==> config.mk <==
export PLATFORM = sky130hd
export DESIGN_NAME = string_literal_unescaper_unit_flat
export DESIGN_NICKNAME = d
export VERILOG_FILES = /design/src/rtl/sue_pkg.sv /design/src/rtl/sue_in_if.sv /design/src/rtl/sue_out_if.sv /design/src/rtl/sue_front.sv /design/src/rtl/sue_queue.sv /design/src/rtl/sue_back.sv /design/src/rtl/string_literal_unescaper_unit.sv /design/src/flat_wrapper.sv
export SDC_FILE = /design/constraint.sdc
export NUM_CORES = 1
export LEC_CHECK = 0
export ABC_AREA = 1
export BUFFER_PORTS_ARGS = -buffer_cell sky130_fd_sc_hd__buf_2
export CAP_MARGIN = 40
export CORE_MARGIN = 4
export CORE_UTILIZATION = 63
export DETAILED_ROUTE_END_ITERATION = 8
export PLACE_DENSITY = 0.8
export REMOVE_ABC_BUFFERS = 1
export SLEW_MARGIN = 40
export SYNTH_ARGS = -nofsm -noshare
export SYNTH_HDL_FRONTEND = slang
export SYNTH_HIERARCHICAL = 1
export SYNTH_SLANG_ARGS = --single-unit
==> constraint.sdc <==
create_clock -name clk -period 4.2 [get_ports clk]
set_input_delay 0.84 -clock clk [delete_from_list [all_inputs] [get_ports clk]]
set_output_delay 0.84 -clock clk [all_outputs]
set_load 0.02 [all_outputs]
==> src/rtl/sue_pkg.sv <==
// shared types and constants of the string literal unescaper
`default_nettype none

package sue_pkg;

    typedef enum logic [1:0] {
        PH_WAIT,
        PH_BODY,
        PH_ESC,
        PH_HEX
    } phase_t;

    // status codes, all final but ST_RUN
    localparam logic [3:0] ST_RUN      = 4'd0;
    localparam logic [3:0] ST_DONE     = 4'd1;
    localparam logic [3:0] ST_NOQUOTE  = 4'd2;
    localparam logic [3:0] ST_UNTESC   = 4'd3;
    localparam logic [3:0] ST_BADHEX_X = 4'd4;
    localparam logic [3:0] ST_BADCP    = 4'd7;
    localparam logic [3:0] ST_BADESC   = 4'd8;
    localparam logic [3:0] ST_UNTSTR   = 4'd9;

    // escape kinds while gathering hex digits
    localparam logic [1:0] EK_NONE = 2'd0;
    localparam logic [1:0] EK_X    = 2'd1;
    localparam logic [1:0] EK_U4   = 2'd2;
    localparam logic [1:0] EK_U8   = 2'd3;

    localparam logic [7:0] CH_QUOTE = 8'h22;
    localparam logic [7:0] CH_BSL   = 8'h5C;
    localparam logic [7:0] CH_X     = 8'h78;
    localparam logic [7:0] CH_LU    = 8'h75;
    localparam logic [7:0] CH_UU    = 8'h55;

    localparam logic [31:0] CP_LIMIT = 32'h0011_0000;
    localparam logic [31:0] CP_2B    = 32'h0000_0080;
    localparam logic [31:0] CP_3B    = 32'h0000_0800;
    localparam logic [31:0] CP_4B    = 32'h0001_0000;

    localparam logic [7:0] LEAD_2B = 8'hC0;
    localparam logic [7:0] LEAD_3B = 8'hE0;
    localparam logic [7:0] LEAD_4B = 8'hF0;
    localparam logic [7:0] CONT_B  = 8'h80;

    // one unit of work handed from the front end to the back end
    typedef struct packed {
        logic        is_status;  // final status, no byte
        logic [3:0]  status;
        logic [1:0]  extra;      // bytes to send minus one
        logic [20:0] cp;         // raw byte or code point
    } job_t;

endpackage

`default_nettype wire

==> src/rtl/sue_in_if.sv <==
// input channel: raw literal bytes
`default_nettype none

interface sue_in_if;
    logic       valid;
    logic       ready;
    logic       kind;
    logic [7:0] data_byte;

    modport source (output valid, output kind, output data_byte, input ready);
    modport sink   (input valid, input kind, input data_byte, output ready);
endinterface

`default_nettype wire

==> src/rtl/sue_out_if.sv <==
// output channel: decoded bytes and final status
`default_nettype none

interface sue_out_if;
    logic       valid;
    logic       ready;
    logic [7:0] out_byte;
    logic       byte_valid;
    logic [3:0] status;
    logic       last;

    modport source (output valid, output out_byte, output byte_valid, output status,
                    output last, input ready);
    modport sink   (input valid, input out_byte, input byte_valid, input status,
                    input last, output ready);
endinterface

`default_nettype wire

==> src/rtl/sue_front.sv <==
// front end: literal parser that turns input items into jobs
`default_nettype none

module sue_front (
    input  wire logic            clk,
    input  wire logic            rst_n,
    input  wire logic            accepted,
    input  wire logic            kind,
    input  wire logic [7:0]      data_byte,
    output sue_pkg::job_t        job,
    output logic                 job_push
);

    sue_pkg::phase_t phase_reg, phase_next;
    logic [31:0] hex_accum_reg, hex_accum_next;
    logic [3:0]  digits_left_reg, digits_left_next;
    logic [1:0]  escape_kind_reg, escape_kind_next;

    logic        hex_ok;
    logic [3:0]  hex_val;
    logic        esc_ok;
    logic [7:0]  esc_byte;
    logic [31:0] accum_shift;
    logic [3:0]  digits_dec;
    logic [1:0]  kind_eff;
    logic        has_job;

    // hex digit decode
    always_comb
    begin
        hex_ok  = 1'b1;
        hex_val = 4'd0;
        if (data_byte >= 8'h30 && data_byte <= 8'h39)
            hex_val = data_byte[3:0];
        else if ((data_byte >= 8'h61 && data_byte <= 8'h66) ||
                 (data_byte >= 8'h41 && data_byte <= 8'h46))
            hex_val = data_byte[3:0] + 4'd9;
        else
            hex_ok = 1'b0;
    end

    // single-character escapes
    always_comb
    begin
        esc_ok   = 1'b1;
        esc_byte = 8'h00;
        unique case (data_byte)
            8'h22:   esc_byte = 8'h22;
            8'h5C:   esc_byte = 8'h5C;
            8'h25:   esc_byte = 8'h25;
            8'h30:   esc_byte = 8'h00;
            8'h61:   esc_byte = 8'h07;
            8'h62:   esc_byte = 8'h08;
            8'h65:   esc_byte = 8'h1B;
            8'h66:   esc_byte = 8'h0C;
            8'h6E:   esc_byte = 8'h0A;
            8'h72:   esc_byte = 8'h0D;
            8'h74:   esc_byte = 8'h09;
            8'h76:   esc_byte = 8'h0B;
            default: esc_ok = 1'b0;
        endcase
    end

    assign accum_shift = {hex_accum_reg[27:0], hex_val};
    assign digits_dec  = (digits_left_reg != 4'd0) ? digits_left_reg - 4'd1 : 4'd0;
    assign kind_eff    = (escape_kind_reg == sue_pkg::EK_NONE) ? sue_pkg::EK_X
                                                               : escape_kind_reg;

    // next state
    always_comb
    begin
        phase_next       = phase_reg;
        hex_accum_next   = hex_accum_reg;
        digits_left_next = digits_left_reg;
        escape_kind_next = escape_kind_reg;
        if (accepted)
        begin
            unique case (phase_reg)
                sue_pkg::PH_WAIT:
                begin
                    if (!kind && data_byte == sue_pkg::CH_QUOTE)
                        phase_next = sue_pkg::PH_BODY;
                    hex_accum_next   = '0;
                    digits_left_next = '0;
                    escape_kind_next = sue_pkg::EK_NONE;
                end
                sue_pkg::PH_BODY:
                begin
                    if (kind || data_byte == sue_pkg::CH_QUOTE)
                        phase_next = sue_pkg::PH_WAIT;
                    else if (data_byte == sue_pkg::CH_BSL)
                        phase_next = sue_pkg::PH_ESC;
                    if (kind || data_byte == sue_pkg::CH_QUOTE)
                    begin
                        hex_accum_next   = '0;
                        digits_left_next = '0;
                        escape_kind_next = sue_pkg::EK_NONE;
                    end
                end
                sue_pkg::PH_ESC:
                begin
                    hex_accum_next = '0;
                    if (kind)
                    begin
                        phase_next       = sue_pkg::PH_WAIT;
                        digits_left_next = '0;
                        escape_kind_next = sue_pkg::EK_NONE;
                    end
                    else if (esc_ok)
                    begin
                        phase_next     = sue_pkg::PH_BODY;
                        hex_accum_next = hex_accum_reg;
                    end
                    else if (data_byte == sue_pkg::CH_X)
                    begin
                        phase_next       = sue_pkg::PH_HEX;
                        escape_kind_next = sue_pkg::EK_X;
                        digits_left_next = 4'd2;
                    end
                    else if (data_byte == sue_pkg::CH_LU)
                    begin
                        phase_next       = sue_pkg::PH_HEX;
                        escape_kind_next = sue_pkg::EK_U4;
                        digits_left_next = 4'd4;
                    end
                    else if (data_byte == sue_pkg::CH_UU)
                    begin
                        phase_next       = sue_pkg::PH_HEX;
                        escape_kind_next = sue_pkg::EK_U8;
                        digits_left_next = 4'd8;
                    end
                    else
                    begin
                        phase_next       = sue_pkg::PH_WAIT;
                        digits_left_next = '0;
                        escape_kind_next = sue_pkg::EK_NONE;
                    end
                end
                sue_pkg::PH_HEX:
                begin
                    if (kind || !hex_ok)
                    begin
                        phase_next       = sue_pkg::PH_WAIT;
                        hex_accum_next   = '0;
                        digits_left_next = '0;
                        escape_kind_next = sue_pkg::EK_NONE;
                    end
                    else if (digits_dec != 4'd0)
                    begin
                        hex_accum_next   = accum_shift;
                        digits_left_next = digits_dec;
                    end
                    else
                    begin
                        hex_accum_next   = '0;
                        digits_left_next = '0;
                        escape_kind_next = sue_pkg::EK_NONE;
                        if (kind_eff != sue_pkg::EK_X && accum_shift >= sue_pkg::CP_LIMIT)
                            phase_next = sue_pkg::PH_WAIT;
                        else
                            phase_next = sue_pkg::PH_BODY;
                    end
                end
                default:
                    phase_next = sue_pkg::PH_WAIT;
            endcase
        end
    end

    // job output
    always_comb
    begin
        has_job = 1'b0;
        job     = '0;
        unique case (phase_reg)
            sue_pkg::PH_WAIT:
            begin
                if (kind || data_byte != sue_pkg::CH_QUOTE)
                begin
                    has_job       = 1'b1;
                    job.is_status = 1'b1;
                    job.status    = sue_pkg::ST_NOQUOTE;
                end
            end
            sue_pkg::PH_BODY:
            begin
                has_job = 1'b1;
                if (kind)
                begin
                    job.is_status = 1'b1;
                    job.status    = sue_pkg::ST_UNTSTR;
                end
                else if (data_byte == sue_pkg::CH_QUOTE)
                begin
                    job.is_status = 1'b1;
                    job.status    = sue_pkg::ST_DONE;
                end
                else if (data_byte == sue_pkg::CH_BSL)
                    has_job = 1'b0;
                else
                    job.cp = {13'd0, data_byte};
            end
            sue_pkg::PH_ESC:
            begin
                has_job = 1'b1;
                if (kind)
                begin
                    job.is_status = 1'b1;
                    job.status    = sue_pkg::ST_UNTESC;
                end
                else if (esc_ok)
                    job.cp = {13'd0, esc_byte};
                else if (data_byte == sue_pkg::CH_X || data_byte == sue_pkg::CH_LU ||
                         data_byte == sue_pkg::CH_UU)
                    has_job = 1'b0;
                else
                begin
                    job.is_status = 1'b1;
                    job.status    = sue_pkg::ST_BADESC;
                end
            end
            sue_pkg::PH_HEX:
            begin
                if (kind || !hex_ok)
                begin
                    has_job       = 1'b1;
                    job.is_status = 1'b1;
                    job.status    = sue_pkg::ST_BADHEX_X + {2'b00, kind_eff} - 4'd1;
                end
                else if (digits_dec == 4'd0)
                begin
                    has_job = 1'b1;
                    if (kind_eff == sue_pkg::EK_X)
                        job.cp = {13'd0, accum_shift[7:0]};
                    else if (accum_shift >= sue_pkg::CP_LIMIT)
                    begin
                        job.is_status = 1'b1;
                        job.status    = sue_pkg::ST_BADCP;
                    end
                    else
                    begin
                        job.cp = accum_shift[20:0];
                        if (accum_shift < sue_pkg::CP_2B)
                            job.extra = 2'd0;
                        else if (accum_shift < sue_pkg::CP_3B)
                            job.extra = 2'd1;
                        else if (accum_shift < sue_pkg::CP_4B)
                            job.extra = 2'd2;
                        else
                            job.extra = 2'd3;
                    end
                end
            end
            default:
                has_job = 1'b0;
        endcase
    end

    assign job_push = accepted && has_job;

    always_ff @(posedge clk or negedge rst_n)
    begin
        if (!rst_n)
        begin
            phase_reg       <= sue_pkg::PH_WAIT;
            hex_accum_reg   <= '0;
            digits_left_reg <= '0;
            escape_kind_reg <= sue_pkg::EK_NONE;
        end
        else
        begin
            phase_reg       <= phase_next;
            hex_accum_reg   <= hex_accum_next;
            digits_left_reg <= digits_left_next;
            escape_kind_reg <= escape_kind_next;
        end
    end

endmodule

`default_nettype wire

==> src/rtl/sue_queue.sv <==
// job queue between front end and back end
`default_nettype none

module sue_queue #(
    parameter int QUEUE_DEPTH = 4
) (
    input  wire logic          clk,
    input  wire logic          rst_n,
    input  wire logic          push,
    input  wire sue_pkg::job_t push_job,
    input  wire logic          pop,
    output sue_pkg::job_t      head_job,
    output logic               empty,
    output logic               full
);

    localparam int PTR_W = (QUEUE_DEPTH > 1) ? $clog2(QUEUE_DEPTH) : 1;
    localparam int CNT_W = $clog2(QUEUE_DEPTH + 1);

    sue_pkg::job_t slots_reg [QUEUE_DEPTH];
    logic [PTR_W-1:0] wr_ptr_reg, wr_ptr_next;
    logic [PTR_W-1:0] rd_ptr_reg, rd_ptr_next;
    logic [CNT_W-1:0] count_reg, count_next;
    logic do_push, do_pop;

    assign empty    = (count_reg == '0);
    assign full     = (count_reg == CNT_W'(QUEUE_DEPTH));
    assign head_job = slots_reg[rd_ptr_reg];
    assign do_push  = push && !full;
    assign do_pop   = pop && !empty;

    always_comb
    begin
        wr_ptr_next = wr_ptr_reg;
        rd_ptr_next = rd_ptr_reg;
        count_next  = count_reg;
        if (do_push)
            wr_ptr_next = (wr_ptr_reg == PTR_W'(QUEUE_DEPTH - 1)) ? '0 : wr_ptr_reg + 1'b1;
        if (do_pop)
            rd_ptr_next = (rd_ptr_reg == PTR_W'(QUEUE_DEPTH - 1)) ? '0 : rd_ptr_reg + 1'b1;
        if (do_push && !do_pop)
            count_next = count_reg + 1'b1;
        else if (do_pop && !do_push)
            count_next = count_reg - 1'b1;
    end

    always_ff @(posedge clk)
    begin
        if (do_push)
            slots_reg[wr_ptr_reg] <= push_job;
    end

    always_ff @(posedge clk or negedge rst_n)
    begin
        if (!rst_n)
        begin
            wr_ptr_reg <= '0;
            rd_ptr_reg <= '0;
            count_reg  <= '0;
        end
        else
        begin
            wr_ptr_reg <= wr_ptr_next;
            rd_ptr_reg <= rd_ptr_next;
            count_reg  <= count_next;
        end
    end

endmodule

`default_nettype wire

==> src/rtl/sue_back.sv <==
// back end: expands jobs into result items, utf-8 encoding
`default_nettype none

module sue_back (
    input  wire logic          clk,
    input  wire logic          rst_n,
    input  wire sue_pkg::job_t head_job,
    input  wire logic          q_empty,
    output logic               q_pop,
    sue_out_if.source          result
);

    sue_pkg::job_t cur_reg;
    logic          cur_valid_reg, cur_valid_next;
    logic [1:0]    idx_reg, idx_next;
    logic          out_valid_reg, out_valid_next;
    logic [7:0]    out_byte_reg;
    logic          byte_valid_reg;
    logic [3:0]    status_reg;
    logic          last_reg;

    logic          load_en;
    logic          emit;
    logic          job_end;
    logic [7:0]    sel_byte;
    logic [7:0]    cont_byte;

    assign load_en = !out_valid_reg || result.ready;
    assign emit    = load_en && cur_valid_reg;
    assign job_end = cur_reg.is_status || (idx_reg == cur_reg.extra);
    assign q_pop   = !q_empty && (!cur_valid_reg || (emit && job_end));

    // continuation byte for the current position, six bits of payload
    always_comb
    begin
        case (cur_reg.extra - idx_reg)
            2'd0:    cont_byte = sue_pkg::CONT_B | {2'b00, cur_reg.cp[5:0]};
            2'd1:    cont_byte = sue_pkg::CONT_B | {2'b00, cur_reg.cp[11:6]};
            default: cont_byte = sue_pkg::CONT_B | {2'b00, cur_reg.cp[17:12]};
        endcase
    end

    // lead byte on the first position, continuation after that
    always_comb
    begin
        sel_byte = cont_byte;
        if (idx_reg == 2'd0)
        begin
            case (cur_reg.extra)
                2'd0:    sel_byte = cur_reg.cp[7:0];
                2'd1:    sel_byte = sue_pkg::LEAD_2B | {3'b000, cur_reg.cp[10:6]};
                2'd2:    sel_byte = sue_pkg::LEAD_3B | {4'b0000, cur_reg.cp[15:12]};
                default: sel_byte = sue_pkg::LEAD_4B | {5'b00000, cur_reg.cp[20:18]};
            endcase
        end
    end

    always_comb
    begin
        cur_valid_next = cur_valid_reg;
        idx_next       = idx_reg;
        if (emit)
            idx_next = idx_reg + 2'd1;
        if (q_pop)
        begin
            cur_valid_next = 1'b1;
            idx_next       = 2'd0;
        end
        else if (emit && job_end)
            cur_valid_next = 1'b0;
        out_valid_next = emit ? 1'b1 : (load_en ? 1'b0 : out_valid_reg);
    end

    always_ff @(posedge clk)
    begin
        if (q_pop)
            cur_reg <= head_job;
        if (emit)
        begin
            out_byte_reg   <= cur_reg.is_status ? 8'h00 : sel_byte;
            byte_valid_reg <= !cur_reg.is_status;
            status_reg     <= cur_reg.is_status ? cur_reg.status : sue_pkg::ST_RUN;
            last_reg       <= job_end;
        end
    end

    always_ff @(posedge clk or negedge rst_n)
    begin
        if (!rst_n)
        begin
            cur_valid_reg <= 1'b0;
            idx_reg       <= 2'd0;
            out_valid_reg <= 1'b0;
        end
        else
        begin
            cur_valid_reg <= cur_valid_next;
            idx_reg       <= idx_next;
            out_valid_reg <= out_valid_next;
        end
    end

    assign result.valid      = out_valid_reg;
    assign result.out_byte   = out_byte_reg;
    assign result.byte_valid = byte_valid_reg;
    assign result.status     = status_reg;
    assign result.last       = last_reg;

endmodule

`default_nettype wire

==> src/rtl/string_literal_unescaper_unit.sv <==
// top level of the string literal unescaper
// path: a result passes the job queue, the current-job register and the output register
// throughput: one input item per cycle while the queue is not full; the back end sends
// one result per cycle unless stalled; the QUEUE_DEPTH job queue absorbs \u and \U escapes
// reset: rst_n clears the parser state, empties the queue and drops any pending result
`default_nettype none

module string_literal_unescaper_unit #(
    parameter int QUEUE_DEPTH = 4
) (
    input  wire logic  clk,
    input  wire logic  rst_n,
    sue_in_if.sink     literal,
    sue_out_if.source  result
);

    sue_pkg::job_t front_job;
    sue_pkg::job_t head_job;
    logic          job_push;
    logic          q_pop;
    logic          q_empty;
    logic          q_full;
    logic          accepted;

    // the front end stalls only when the queue has no free slot
    assign literal.ready = !q_full;
    assign accepted      = literal.valid && literal.ready;

    // parser: one item per cycle while the queue is not full, at most one job out per item
    sue_front u_front (
        .clk       (clk),
        .rst_n     (rst_n),
        .accepted  (accepted),
        .kind      (literal.kind),
        .data_byte (literal.data_byte),
        .job       (front_job),
        .job_push  (job_push)
    );

    // decouples the parser from the byte expansion
    sue_queue #(
        .QUEUE_DEPTH (QUEUE_DEPTH)
    ) u_queue (
        .clk      (clk),
        .rst_n    (rst_n),
        .push     (job_push),
        .push_job (front_job),
        .pop      (q_pop),
        .head_job (head_job),
        .empty    (q_empty),
        .full     (q_full)
    );

    // expansion into 1 to 4 bytes or a final status, registered output
    sue_back u_back (
        .clk      (clk),
        .rst_n    (rst_n),
        .head_job (head_job),
        .q_empty  (q_empty),
        .q_pop    (q_pop),
        .result   (result)
    );

endmodule

`default_nettype wire

==> src/flat_wrapper.sv <==
// flat-port wrapper written by rule: the top's interface ports become plain ports
module string_literal_unescaper_unit_flat 
#(
    parameter int QUEUE_DEPTH = 4
)
  (clk, rst_n, literal_valid, literal_kind, literal_data_byte, literal_ready, result_valid, result_out_byte, result_byte_valid, result_status, result_last, result_ready);
  sue_in_if literal_i ();
  sue_out_if result_i ();
  input  wire logic clk;
  input  wire logic rst_n;
  input wire logic [$bits(literal_i.valid)-1:0] literal_valid;
  input wire logic [$bits(literal_i.kind)-1:0] literal_kind;
  input wire logic [$bits(literal_i.data_byte)-1:0] literal_data_byte;
  output wire logic [$bits(literal_i.ready)-1:0] literal_ready;
  output wire logic [$bits(result_i.valid)-1:0] result_valid;
  output wire logic [$bits(result_i.out_byte)-1:0] result_out_byte;
  output wire logic [$bits(result_i.byte_valid)-1:0] result_byte_valid;
  output wire logic [$bits(result_i.status)-1:0] result_status;
  output wire logic [$bits(result_i.last)-1:0] result_last;
  input wire logic [$bits(result_i.ready)-1:0] result_ready;
  assign literal_i.valid = literal_valid;
  assign literal_i.kind = literal_kind;
  assign literal_i.data_byte = literal_data_byte;
  assign literal_ready = literal_i.ready;
  assign result_valid = result_i.valid;
  assign result_out_byte = result_i.out_byte;
  assign result_byte_valid = result_i.byte_valid;
  assign result_status = result_i.status;
  assign result_last = result_i.last;
  assign result_i.ready = result_ready;
  string_literal_unescaper_unit #(.QUEUE_DEPTH(QUEUE_DEPTH)) u_core (.clk(clk), .rst_n(rst_n), .literal(literal_i), .result(result_i));
endmodule
# Yosys cells after proc, flatten, opt, wreduce, memory -nomap -nowiden

Memory sizes are Yosys's and may differ from the RTL's. A register that Yosys moved wholly into a read port is not among the register bits.
Index checks and enable logic that the tools add are counted.

Register bits: 61
Bits in latches: 0
Bits in writable memories: 112
Bits in read-only memories: 0
Output and inout bits: 16
Word-level logic and storage cells: 209
Memories: 1

Add/subtract/negate cells: 10
$mul: 0
Divide/modulo/power cells: 0
$lt $le $gt $ge: 10
Equal/unequal tests: 33
Shift-type cells: 0
Multiplexer cells: 92
Bitwise logic cells: 0
Reductions and logical operators: 49

Memory list:

| memory                   | words | bits a word | read ports | clocked after Yosys merged registers in | write ports | RTL line        | RTL |
|---|---|---|---|---|---|---|---|
| u_core.u_queue.slots_reg | 4     | 28          | 1          | 1                                       | 1           | sue_queue.sv:20 | `sue_pkg::job_t slots_reg [QUEUE_DEPTH];` |

Operators by type and width:

| cell                                                                | number |
|---|---|
| two-way mux 28 bit                                                  | 6 |
| one-hot mux 28 bit (4 select lines)                                 | 1 |
| == test 8 x 7 -> 1 bit, second input constant                       | 12 |
| one-hot mux 7 bit (11 select lines)                                 | 1 |
| one-hot mux 21 bit (3 select lines)                                 | 1 |
| two-way mux 2 bit                                                   | 25 |
| two-way mux 8 bit                                                   | 6 |
| two-way mux 23 bit                                                  | 2 |
| two-way mux 4 bit                                                   | 11 |
| two-way mux 5 bit                                                   | 8 |
| greater-or-equal comparator 32 x 21 -> 1 bit, second input constant | 1 |
| < comparator 32 x 12 -> 1 bit, second input constant                | 1 |
| < comparator 32 x 17 -> 1 bit, second input constant                | 1 |
| < comparator 32 x 8 -> 1 bit, second input constant                 | 1 |
| == test 8 x 6 -> 1 bit, second input constant                       | 3 |
| one-hot mux 8 bit (3 select lines)                                  | 1 |
| two-way mux 21 bit                                                  | 1 |
| two-way mux 1 bit                                                   | 20 |
| one-hot mux 5 bit (4 select lines)                                  | 1 |
| greater-or-equal comparator 8 x 7 -> 1 bit, second input constant   | 2 |
| less-or-equal comparator 8 x 7 -> 1 bit, second input constant      | 2 |
| one-hot mux 2 bit (4 select lines)                                  | 2 |
| one-hot mux 4 bit (4 select lines)                                  | 1 |
| logical AND 1 bit                                                   | 14 |
| 31 further kinds                                                    | 70 |

# Longest topological paths before layout

Gate-level depths: netlist (run 1).

Depth in word-level cells: 15
Gate-level depth with buffers: 24
Mapped depth without buffers: 24

# Cells and area by module

Netlist (run 1), hierarchy kept.

By module, submodules not included:

| module                        | times used | cells each | area each (µm²) | seq. area each (µm²) |
|---|---|---|---|---|
| sue_queue                     | 1          | 387        | 5082.4          | 3538.4 |
| sue_front                     | 1          | 376        | 2782.7          | 900.9 |
| sue_back                      | 1          | 164        | 2057.0          | 1361.3 |
| string_literal_unescaper_unit | 1          | 3          | 13.8            | 0.0 |

# Worst setup path before layout (run 1)

Ideal clock, no wire load.

Kind: input port to flip-flop
From: input literal_data_byte[1]
To: memory u_core/u_queue/slots_reg[0][0] (netlist bit), enable pin
Arrival: 3.340 ns
Required time: 3.787 ns
Setup slack: 0.447 ns
Cell stages on the path: 16
Path buffers: 0
Cells stage by stage: inv_1 ha_1 nand2_1 nor2_1 nand2_1 nand2_2 nor2_2 nand4_1 nand2_1 nand2_1 nand2_1 nand3_1 nand2_1 nor2_1 nand2_1 nor2_1

Longest elaborated chain between the ends: 13

Ends and longest elaborated chain:

| element                                                            | RTL line                            | RTL |
|---|---|---|
| from (decl)                                                        | flat_wrapper.sv:13                  | `input wire logic [$bits(literal_i.data_byte)-1:0] literal_data_byte;` |
| greater-or-equal comparator 8 x 7 -> 1 bit (tied with other cells) | sue_front.sv:35                     | `else if ((data_byte >= 8'h61 && data_byte <= 8'h66) \|\|` |
| logical AND 1 bit (on tied branches)                               | sue_front.sv:35, sue_front.sv:36    |  |
| logical OR 1 bit                                                   | sue_front.sv:35                     |  |
| two-way mux 1 bit                                                  | sue_front.sv:35                     |  |
| two-way mux 1 bit                                                  | sue_front.sv:33                     | `if (data_byte >= 8'h30 && data_byte <= 8'h39)` |
| logical NOT 1 bit                                                  | sue_front.sv:224                    | `if (kind \|\| !hex_ok)` |
| logical OR 1 bit                                                   | sue_front.sv:224                    |  |
| two-way mux 1 bit                                                  | sue_front.sv:224                    |  |
| one-hot mux 1 bit (4 select lines) *                               | sue_front.sv:175                    | `unique case (phase_reg)` |
| logical AND 1 bit *                                                | sue_front.sv:259                    | `assign job_push = accepted && has_job;` |
| named net u_core.job_push                                          | string_literal_unescaper_unit.sv:19 | `logic job_push;` |
| logical AND 1 bit *                                                | sue_queue.sv:29                     | `assign do_push = push && !full;` |
| two-way mux 1 bit *                                                | sue_queue.sv:49                     | `if (do_push)` |
| two-way mux 1 bit (implied by the code) *                          | sue_queue.sv:50                     | `slots_reg[wr_ptr_reg] <= push_job;` |
| to (decl)                                                          | sue_queue.sv:20                     |  |

The timed path passes the listed nets; every way through them passes the cells marked *.

# Final worst setup path (run 1)

From: input literal_data_byte[0]
To: register u_core.u_queue.count_reg[2]

Longest elaborated chain between the ends: 14

Ends and longest elaborated chain:

| element                                                            | RTL line                            | RTL |
|---|---|---|
| greater-or-equal comparator 8 x 7 -> 1 bit (tied with other cells) | sue_front.sv:35                     |  |
| logical AND 1 bit (on tied branches)                               | sue_front.sv:35, sue_front.sv:36    |  |
| logical OR 1 bit                                                   | sue_front.sv:35                     |  |
| two-way mux 1 bit                                                  | sue_front.sv:35                     |  |
| two-way mux 1 bit                                                  | sue_front.sv:33                     |  |
| logical NOT 1 bit                                                  | sue_front.sv:224                    |  |
| logical OR 1 bit                                                   | sue_front.sv:224                    |  |
| two-way mux 1 bit                                                  | sue_front.sv:224                    |  |
| one-hot mux 1 bit (4 select lines) *                               | sue_front.sv:175                    |  |
| logical AND 1 bit *                                                | sue_front.sv:259                    |  |
| named net u_core.job_push                                          | string_literal_unescaper_unit.sv:19 |  |
| logical AND 1 bit *                                                | sue_queue.sv:29                     |  |
| named net u_core.u_queue.do_push                                   | sue_queue.sv:24                     | `logic do_push, do_pop;` |
| logical NOT 1 bit                                                  | sue_queue.sv:43                     | `else if (do_pop && !do_push)` |
| logical AND 1 bit                                                  | sue_queue.sv:43                     |  |
| nonzero test 2 bit (no source line)                                | -                                   |  |
| to (signal assigned)                                               | sue_queue.sv:65                     | `count_reg <= count_next;` |
| to (decl)                                                          | sue_queue.sv:23                     | `logic [CNT_W-1:0] count_reg, count_next;` |

Marks and branches as above.
A chain may end at the register's enable or synchronous reset.

==> run_results.csv, run 1 <==
group,metric,value,unit
grt,grt_pass1_vias,6446,
placement,dpl.hpwl,13250,um
finish,largest_register_ff_count,112,
placement,io_buffers,28,
clock_network,post-cts-setup-buffers,0,
floorplanning,fp.coreArea,0.01531,mm^2
clock_network,cts_hold_buf,0,
finish,antenna_cells,0,
job,maxCapViolCount,0,
worst_setup_path,critPathLaunchType,"primary input",
finish,seq_area,0.005804,mm^2
routing,viasPerCell,5.606,
worst_setup_path,ff2ff_path_depth,18,
floorplanning,die_w,133.6,um
worst_setup_path,cp.arrival,3.65,ns
yosys,synth.distinct_cells,41,
clock_network,cts-root-buf,"clkbuf_16",
placement,pre_cts_ws,0.4746,ns
worst_setup_path,worst-setup-path-type,"primary input to flop",
sta,fin_tns_setup,0,ns
finish,finalNetCount,996,
sta,slew_viol_final,0,
routing,first_pass_iters,5,
yosys,netlist_instances,930,
routing,wl_per_cell,16.42,um
routing,vias,6660,
sta,worst_pin_slew,0.6193,ns
clock_network,ctsResizeCount,0,
grt,grtUsageTotal,0.2234,
yosys,seq_area_frac_synth,0.5838,
power,p_per_area,691.8,mW/mm^2
clock_network,insertion_delay,0.49,ns
yosys,syn_area_per_cell,10.68,um^2
finish,final_common_cell,"nand2_1",
placement,gp_congestion,0.9303,
clock_network,cts.sinks,201,
floorplanning,rows,45,
clock_network,clock_path_buffers,3,
yosys,yosysTopAreaCell,"edfxtp_1",
finish,layout_common_cells,"nand2_1 (187), edfxtp_1 (154), inv_1 (152)",
sta,min_period_over_period,0.7805,
clock_network,cts.clk_slew.worst_paths,0.06,ns
routing,postRouteAntennaNets,0,
sta,finalWorstSetupSlack,0.9220,ns
floorplanning,die_area,0.01784,mm^2
power,p_leak,4.556,nW
floorplanning,die_y,133.6,um
yosys,async_reset_ff_frac,0.2338,
floorplanning,io_pins,29,
worst_setup_path,crit_required,4.57,ns
yosys,synth_edf_count,154,
grt,antenna_found_initial,0,
yosys,ys_top_cells_by_area,"edfxtp_1 (47%), dfrtp_1 (12%), nand2_1 (7.1%), inv_1 (5.7%), o211ai_2 (4.0%)",
sta,max_freq,305.1,MHz
finish,areaGrowthSynthToFinish,8.979,%
status,status,"finished, final reports clean",
power,vdd_drop_max,0.3697,mV
min_path,hold_class,"primary input to asynchronous set/reset pin",
clock_network,cts_tree,"done",
routing,wl,19510,um
floorplanning,start_util,0.6488,
yosys,synth_top_area_share,0.4654,
grt,grt_pass1_wl,32400,um
grt,grt_overflow,0,
finish,nFillCells,1116,
clock_network,numCtsBuffers,22,
worst_setup_path,crit_path_end_kind,"flop",
sta,rsz0062_at_grt,"no",
clock_network,cts_htree_levels,1,
sta,hold_viol_final,0,
grt,grt_max_degree,48,
routing,drt_iter0_markers,516,
yosys,ys_seq_elements,201,
sta,slew_headroom,0.5840,
finish,layout-drive-gt1-share,0.1801,
yosys,synth_flop_cell,"edfxtp_1",
yosys,synth_area,0.009936,mm^2
sta,clock_skew,0.01016,ns
sta,setup_viol,0,
yosys,synth_warnings,6,
sta,period_needed,3.278,ns
finish,multi_input_area,0.003206,mm^2
routing,route.detailed.drc,0,
worst_setup_path,path_max_fanout,8,
[report_power, final]
part / switching (W) / total [W] / leakage, nW / internal, W
logic: 0.00170 / 0.00250 / 2.15 / 0.000798
clock network: 0.000724 / 0.00179 / 0.337 / 0.00106
registers: 0.000318 / 0.00321 / 2.07 / 0.00289
[stage by stage]
stage	utilization	power, W	std cells	hold WS (ns)	cell area [um^2]
final	0.7070	0.007491	1188	0.3436	10830
after global routing	0.7070	0.007973	1188	0.3759	10830
after CTS	0.7052	0.007498	1187	0.3484	10800
after detailed placement	0.6606	0.005698	1147	0.4748	10120
after global placement	0.6606	0.005594	1147	0.4565	10120
after floorplan	-	0.004970	899	0.4469	9632
[path summary, 6_finish.rpt]
path | startpoint | to | slack (ns)
max reg2reg | u_core/u_front/phase_reg[0] | u_core/u_queue/count_reg[2] | 1.26
min | rst_n | u_core/u_front/hex_accum_reg[25] | 0.34
min reg2reg | u_core/u_back/cur_valid_reg | u_core/u_back/result.valid | 0.48
min in group clk | u_core/u_back/cur_valid_reg | u_core/u_back/result.valid | 0.48
max | literal_data_byte[0] | u_core/u_queue/count_reg[2] | 0.92
max in group asynchronous | rst_n | u_core/u_front/phase_reg[1] | 3.13
[final cells by class]
type | count | share of cell area
sequential | 201 | 0.5361
clock buffer | 28 | 0.05489
clock inverter | 12 | 0.008204
inverter | 168 | 0.05870
timing repair buffer | 38 | 0.02172
multi-input combinational | 530 | 0.2960
tap | 211 | 0.02438
[cells by family (layout without fill, tap and decap cells)]
logic type	Yosys count	count (layout)	synth area share
simple gates	349	349	0.1608
xor+xnor	4	4	0.003527
compound gates	154	154	0.1278
flops	201	201	0.5838
mux	1	1	0.001007
fa+ha+maj	22	22	0.02846
buf+inv	199	246	0.09457
[critical path: stages]
cell and delay (ns):
buf_2 0.15, inv_1 0.09, ha_1 0.22, nand2_1 0.09, nor2_1 0.11, nand2_1 0.12, nand2_2 0.11, nor2_2 0.05
nand4_1 0.11, nand2_1 0.07, nand2_1 0.08, nand2_1 0.06, nand3_1 0.06, nand2_1 0.10, nor2_1 0.18, nand2_1 0.23
inv_2 0.09, ha_1 0.16, inv_1 0.07, fa_1 0.38, inv_1 0.06, nand2_1 0.06, nand4_1 0.09, nand2_1 0.06
[routing by layer]
layer / routed length [um] / track usage
met5: 0 / 0
met4: 559 / 0.05943
met3: 1106 / 0.02983
met2: 9363 / 0.3764
met1: 8477 / 0.3098
[Yosys cell counts, drive strengths merged (2+ instances only)]
cell type and n:
edfxtp 154, o22ai 29, a211oi 2, o21ai 32, buf 26, clkbuf 5
inv 168, nor2 46, ha 21, nand3 64, a21oi 22, nand2 202
xor2 3, dfrtp 47, a31oi 7, nand4 10, o211ai 59, nor3 25
Power figures use the tool's default switching activity.
==> inputs of run 2 (changes only) <==
--- a/config.mk
+++ b/config.mk
@@ -5,13 +5,13 @@
 export SDC_FILE = /design/constraint.sdc
 export NUM_CORES = 1
 export LEC_CHECK = 0
-export ABC_AREA = 1
+export ABC_AREA = 0
 export BUFFER_PORTS_ARGS = -buffer_cell sky130_fd_sc_hd__buf_2
 export CAP_MARGIN = 40
 export CORE_MARGIN = 4
-export CORE_UTILIZATION = 63
+export CORE_UTILIZATION = 56
 export DETAILED_ROUTE_END_ITERATION = 8
-export PLACE_DENSITY = 0.8
+export PLACE_DENSITY = 0.76
 export REMOVE_ABC_BUFFERS = 1
 export SLEW_MARGIN = 40
 export SYNTH_ARGS = -nofsm -noshare
==> constraint.sdc (replaced) <==
create_clock -name clk -period 2.7 [get_ports clk]
set_input_delay 0.54 -clock clk [delete_from_list [all_inputs] [get_ports clk]]
set_output_delay 0.54 -clock clk [all_outputs]
set_load 0.02 [all_outputs]
==> run 2 against run 1 <==
Clock-buffer cell count decreased by 1. Largest power group unchanged. Global-route usage increased by 0.30 points. First-iteration DRC count increased by 9.5%. The flow now finishes with violations (negative setup slack). Routed wire length increased by 4.6%.
==> run_results.csv, run 2 <==
group,metric,value,unit
status,status,"finished, violations left",
status,violations,"negative setup slack",
sta,hold_viol_final,0,
routing,route.detailed.drc,0,
finish,seq_area,0.005802,mm^2
worst_setup_path,worstReg2RegEnd,"u_core/u_queue/count_reg[1]",
yosys,synthTopCellsByCount,"edfxtp_1 (154), nand2_1 (62), dfrtp_1 (47)",
sta,finalWorstSetupSlack,-0.05415,ns
grt,grt_max_degree,32,
sta,clock_skew,0.01489,ns
worst_setup_path,r2r-start,"u_core/u_front/phase_reg[0]",
yosys,synth_top_family_by_area,"simple AND/OR/NAND/NOR gates",
yosys,yosysTopAreaCell,"edfxtp_1",
floorplanning,fp.coreArea,0.01600,mm^2
floorplanning,start_util,0.5765,
yosys,synth_top_area_share,0.5014,
yosys,synthXorXnorAreaFrac,0.007189,
placement,pre_cts_ws,-0.7755,ns
finish,layout-drive-gt1-share,0.3025,
yosys,synth_area,0.009224,mm^2
yosys,ys_seq_elements,201,
yosys,synth_mux_area_frac,0.08641,
finish,final_common_cell,"edfxtp_1",
power,swShare,0.3230,
floorplanning,die_area,0.01859,mm^2
sta,worst_pin_slew,0.6485,ns
yosys,synth_warnings,6,
finish,nFillCells,1099,
sta,rsz0062_at_grt,"yes",
sta,fin_tns_setup,-0.05415,ns
power,p_seq_frac,0.410,
grt,antenna_found_initial,0,
yosys,seq_area_frac_synth,0.6289,
floorplanning,io_pins,29,
yosys,synth_edf_count,154,
power,internal_power,0.007907,W
yosys,synth_compound_area_frac,0.09862,
clock_network,insertion_delay,0.49,ns
routing,first_pass_iters,5,
routing,wl_per_cell,20.28,um
power,p_leak,4.190,nW
power,combPwrFrac,0.340,
yosys,ys_top_cells_by_area,"edfxtp_1 (50%), dfrtp_1 (13%), mux4_2 (6.8%), ha_1 (2.8%), nand2_1 (2.5%)",
power,fin_total_pwr,0.01168,W
yosys,netlist_instances,662,
yosys,synth.distinct_cells,75,
finish,layout_common_cells,"edfxtp_1 (154), buf_4 (93), nand2_1 (62)",
placement,io_buffers,28,
clock_network,numCtsBuffers,21,
worst_setup_path,path_max_fanout,4,
worst_setup_path,ff2ff_path_depth,11,
finish,areaGrowthSynthToFinish,20.78,%
worst_setup_path,critPathLaunchType,"primary input",
placement,dpl.hpwl,13560,um
finish,finalNetCount,811,
grt,grt_pass1_vias,6135,
power,pwr-share-clk,0.250,
min_path,hold_class,"primary input to asynchronous set/reset pin",
sta,period_needed,2.754,ns
finish,multi_input_area,0.003301,mm^2
yosys,synth_flop_cell,"edfxtp_1",
sta,slew_viol_final,0,
clock_network,cts-root-buf,"clkbuf_16",
worst_setup_path,crit_path_end_kind,"flop",
clock_network,cts.clk_slew.worst_paths,0.06,ns
sta,min_period_over_period,1.020,
placement,gp_congestion,0.9032,
finish,largest_register_ff_count,112,
routing,vias,6064,
grt,grt_overflow,0,
sta,setup_viol,1,
worst_setup_path,r2r_slack,0.03,ns
floorplanning,rows,46,
routing,postRouteAntennaNets,0,
finish,antenna_cells,0,
yosys,async_reset_ff_frac,0.2338,
routing,viasPerCell,6.028,
clock_network,cts.sinks,201,
power,p_switching,0.003773,W
floorplanning,die_y,136.3,um
yosys,synth_fa_ha_area_frac,0.03066,
floorplanning,die_w,136.3,um
yosys,yosys.area_share.simple,0.1176,
job,maxCapViolCount,0,
yosys,yosysMostFrequentCell,"edfxtp_1",
worst_setup_path,cp.arrival,3.12,ns
worst_setup_path,worst-setup-path-type,"primary input to flop",
grt,grt_pass1_wl,32690,um
power,vdd_drop_max,0.6155,mV
yosys,syn_area_per_cell,13.93,um^2
routing,drt_iter0_markers,565,
clock_network,clock_path_buffers,3,
routing,wl,20410,um
clock_network,cts_htree_levels,1,
grt,grtUsageTotal,0.2263,
power,p_per_area,1048,mW/mm^2
clock_network,cts_tree,"done",
sta,slew_headroom,0.5643,
worst_setup_path,crit_required,3.06,ns
sta,max_freq,363.1,MHz
clock_network,cts_hold_buf,0,
==> run 2: cell count changes after synthesis, moves of 17 or more <==
| cell | change |
|---|---|
| inv_1 | -127 |
| nand2_1 | -125 |
| o211ai_2 | -32 |
| o21ai_1 | +29 |
| mux4_2 | +28 |
| and2_1 | +24 |
| o211ai_1 | -23 |
| nand3_1 | -20 |
| o21ai_0 | -20 |
| nor3_1 | -17 |
| o22ai_2 | -17 |
==> run 2: layout make-up <==
cell class,instances,area share
inverters,25,0.009322
multi-input cells,400,0.2963
clock buffers,27,0.05009
well taps,216,0.02426
clock inverters,10,0.01258
repair buffers,127,0.08670
flip-flops and latches,201,0.5208
==> run 2: how the worst max path moves through the flow <==
stage | cells after the start | from | to
6_report | 11 | literal_data_byte[7] | u_core/u_queue/count_reg[1]
3_3_place_gp | 13 | literal_data_byte[1] | u_core/u_queue/count_reg[1]
3_5_place_dp | 13 | literal_data_byte[1] | u_core/u_queue/count_reg[1]
4_1_cts | 14 | literal_data_byte[1] | u_core/u_queue/count_reg[1]
5_1_grt | 16 | literal_data_byte[0] | u_core/u_queue/count_reg[2]
2_1_floorplan | 10 | u_core/u_back/cur_reg[21] | u_core/u_queue/count_reg[1]
==> run 2: power groups by stage <==
stage / registers [W] / clock network [W] / logic, W
detailed placement: 0.00483 / 0 / 0.00376
finish: 0.00478 / 0.00292 / 0.00397
global placement: 0.00476 / 0 / 0.00363
floorplan: 0.00501 / 0 / 0.00226
global route: 0.00484 / 0.00312 / 0.00431
CTS: 0.00479 / 0.00297 / 0.00387
==> run 2: per-stage QoR <==
stage	hold slack (ns)	cell area, um^2	std cells	util
floorplan	0.2444	9035	626	-
global placement	0.4947	10210	963	0.6383
detailed placement	0.5091	10210	963	0.6383
CTS	0.1007	11030	1004	0.6891
global route	0.1253	11140	1006	0.6963
finish	0.08786	11140	1006	0.6963
==> run 2: kinds of logic after synthesis <==
kind of cell               Yosys count
buffers and inverters               61
adders and majority gates           22
AOI/OAI and AO/OA                  128
DFF                                201
xor gates and xnor gates             6
and+or+nand+nor                    201
muxes                               43
==> run 2: worst max-delay path, cell delays in order <==
cell	delay [ns]
buf_2	0.13
nand2b_2	0.20
or4_4	0.53
o31ai_2	0.22
a21oi_2	0.05
o311a_1	0.38
nor2b_4	0.15
ha_4	0.16
inv_2	0.06
fa_2	0.41
mux2_4	0.28
==> run 2: routing by layer <==
layer | global-route usage | routed length [um] | vias to the layer above
li1 | - | - | 2766
met1 | 0.3063 | 8225 | 2975
met2 | 0.3850 | 10360 | 276
met3 | 0.03294 | 1275 | 47
met4 | 0.06663 | 548 | 0
met5 | 0 | 0 | -
==> run 2: timing repair <==
item	4_1_cts	5_1_grt
pin swaps	9	17
gates cloned	0	0
setup buffers	4	3
gates resized for setup	23	22
setup endpoints to repair	21	15
==> inputs of run 3 (changes only) <==
--- a/config.mk
+++ b/config.mk
@@ -11,7 +11,7 @@
 export CORE_MARGIN = 4
 export CORE_UTILIZATION = 56
 export DETAILED_ROUTE_END_ITERATION = 8
-export PLACE_DENSITY = 0.76
+export PLACE_DENSITY = 0.77
 export REMOVE_ABC_BUFFERS = 1
 export SLEW_MARGIN = 40
 export SYNTH_ARGS = -nofsm -noshare
==> run 3 against run 2 <==
The run still ends with negative setup slack left. Flip-flop and latch count did not move. Non-clock buffer count grew 6. Final cell count is 0.60% higher. Via count increased by 0.18%. Register-to-register slack barely moved. Die area is the same. Power is essentially flat. Hold slack got worse by 0.072 ns. Sequential power grew 0.8%. Routed wire length is 0.60% lower. Maximum frequency fell by 0.45%. Combinational power hardly changed. Critical path type unchanged. Critical endpoint is now u_core/u_queue/count_reg[2].
==> run_results.csv, run 3 (synthesis gave the netlist of run 2 again) <==
group,metric,value,unit
floorplanning,start_util,0.5765,
sta,clock_skew,0.01451,ns
power,vdd_drop_max,0.5374,mV
clock_network,cts_tree,"done",
worst_setup_path,crit_family,"adder cells",
clock_network,clock_path_buffers,3,
finish,layout_common_cells,"edfxtp_1 (154), buf_4 (96), nand2_1 (60)",
placement,gp_congestion,0.9016,
power,combPwrFrac,0.340,
worst_setup_path,crit_chain,"buf_8 > buf_6 > ha_4 > nor3b_4 > buf_4 > nor4b_4 > o21a_1 > a21boi_2 > o311a_1 > nor2b_4 > ha_4 > inv_2 > fa_2 > xor2_1 > nor2_1 > xor2_1",
sta,hold_slack,0.01564,ns
worst_setup_path,cp.arrival,3.16,ns
routing,wl,20280,um
finish,antenna_cells,0,
floorplanning,die_area,0.01859,mm^2
floorplanning,die_w,136.3,um
min_path,hold_class,"primary input to asynchronous set/reset pin",
power,pwr-share-clk,0.248,
routing,drt_iter0_markers,424,
sta,setup_viol,1,
sta,slew_viol_final,0,
power,p_seq_frac,0.413,
power,p_per_area,1037,mW/mm^2
sta,worst_pin_slew,0.5930,ns
sta,max_freq,361.5,MHz
clock_network,cts_htree_levels,1,
routing,viasPerCell,6.003,
floorplanning,io_pins,29,
power,p_switching,0.003752,W
status,violations,"negative setup slack",
clock_network,numCtsBuffers,21,
finish,largest_register_ff_count,112,
grt,grt_overflow,0,
clock_network,cts-root-buf,"clkbuf_16",
sta,hold_viol_final,0,
grt,grt_pass1_wl,32310,um
finish,layout-drive-gt1-share,0.3204,
worst_setup_path,crit_path_end_kind,"flop",
grt,grt_max_degree,37,
finish,areaGrowthSynthToFinish,22.10,%
placement,dpl.hpwl,13340,um
placement,place_area,0.01021,mm^2
routing,vias,6075,
finish,finalNetCount,817,
power,internal_power,0.007922,W
grt,grt_pass1_vias,6108,
grt,antenna_found_initial,0,
sta,finalWorstSetupSlack,-0.06654,ns
worst_setup_path,critPathSlowestCell,"fa_2",
sta,period_needed,2.767,ns
floorplanning,rows,46,
power,fin_total_pwr,0.01167,W
worst_setup_path,path_max_fanout,3,
job,maxCapViolCount,0,
worst_setup_path,path_buf_inv,4,
floorplanning,fp.coreArea,0.01600,mm^2
placement,io_buffers,28,
worst_setup_path,critPathLaunchType,"primary input",
routing,route.detailed.drc,0,
clock_network,insertion_delay,0.49,ns
sta,min_period_over_period,1.025,
clock_network,cts.clk_slew.worst_paths,0.06,ns
clock_network,cts_hold_buf,0,
clock_network,cts.sinks,201,
worst_setup_path,slowest_delay,0.38,ns
power,swShare,0.3214,
routing,first_pass_iters,7,
sta,rsz0062_at_grt,"yes",
status,status,"finished, violations left",
finish,final_common_cell,"edfxtp_1",
routing,wl_per_cell,20.04,um
sta,slew_headroom,0.6047,
finish,utilization,0.7039,
grt,grtUsageTotal,0.2230,
worst_setup_path,worst-setup-path-type,"primary input to flop",
routing,postRouteAntennaNets,0,
worst_setup_path,crit_required,3.09,ns
floorplanning,die_y,136.3,um
power,p_leak,4.254,nW
finish,stdcell_area,0.01126,mm^2
-- run 3: power groups by stage --
stage	combinational, W	clock [W]	sequential, W
2_1_floorplan	0.00226	0	0.00501
3_3_place_gp	0.00364	0	0.00481
3_5_place_dp	0.00374	0	0.00486
4_1_cts	0.00385	0.00295	0.00482
5_1_grt	0.00431	0.00309	0.00488
6_report	0.00396	0.00289	0.00482
-- run 3: layout make-up --
class	count	area [um^2]
clock inverters	12	151.4
well taps	216	270.3
repair buffers	133	1047
multi-input cells	400	3332
clock buffers	25	550.5
inverters	25	108.9
fillers	1066	4738
flip-flops and latches	201	5802
-- run 3: routing by layer --
layer,track usage,up-vias,share of wire
li1,-,2784,-
met3,0.03553,47,0.052
met2,0.3880,247,0.52
met1,0.2879,2997,0.40
met4,0.07279,0,0.029
met5,0,-,0
-- run 3: stage by stage --
step | worst slack, ns | std cells | setup TNS [ns]
finish | -0.06654 | 1012 | -0.06654
floorplan | -1.283 | 626 | -99.12
CTS | -0.02669 | 1006 | -0.04988
detailed placement | -0.7585 | 963 | -90.80
global placement | -0.6493 | 963 | -66.02
global route | -0.1673 | 1012 | -0.2078
-- run 3: what timing repair did --
action	CTS	global route
pin swaps	12	17
resized for setup	26	39
endpoints found under the setup margin	84	13
setup buffers	6	6
-- run 3: path summary, 6_finish.rpt --
| kind | startpoint | to | slack, ns | cells past startpoint |
|---|---|---|---|---|
| worst max-delay path | literal_data_byte[0] | u_core/u_queue/count_reg[2] | -0.07 | 16 |
| worst min-delay path | rst_n | u_core/u_back/result.valid | 0.02 | 1 |
| worst max register to register | u_core/u_back/cur_reg[21] | u_core/u_queue/count_reg[2] | 0.03 | 12 |
| worst min register to register | u_core/u_back/idx_reg[0] | u_core/u_back/idx_reg[0] | 0.52 | 1 |
| max in group asynchronous | rst_n | u_core/u_front/hex_accum_reg[25] | 2.12 | 2 |
| min in group clk | result_ready | u_core/u_back/result.valid | 0.40 | 3 |
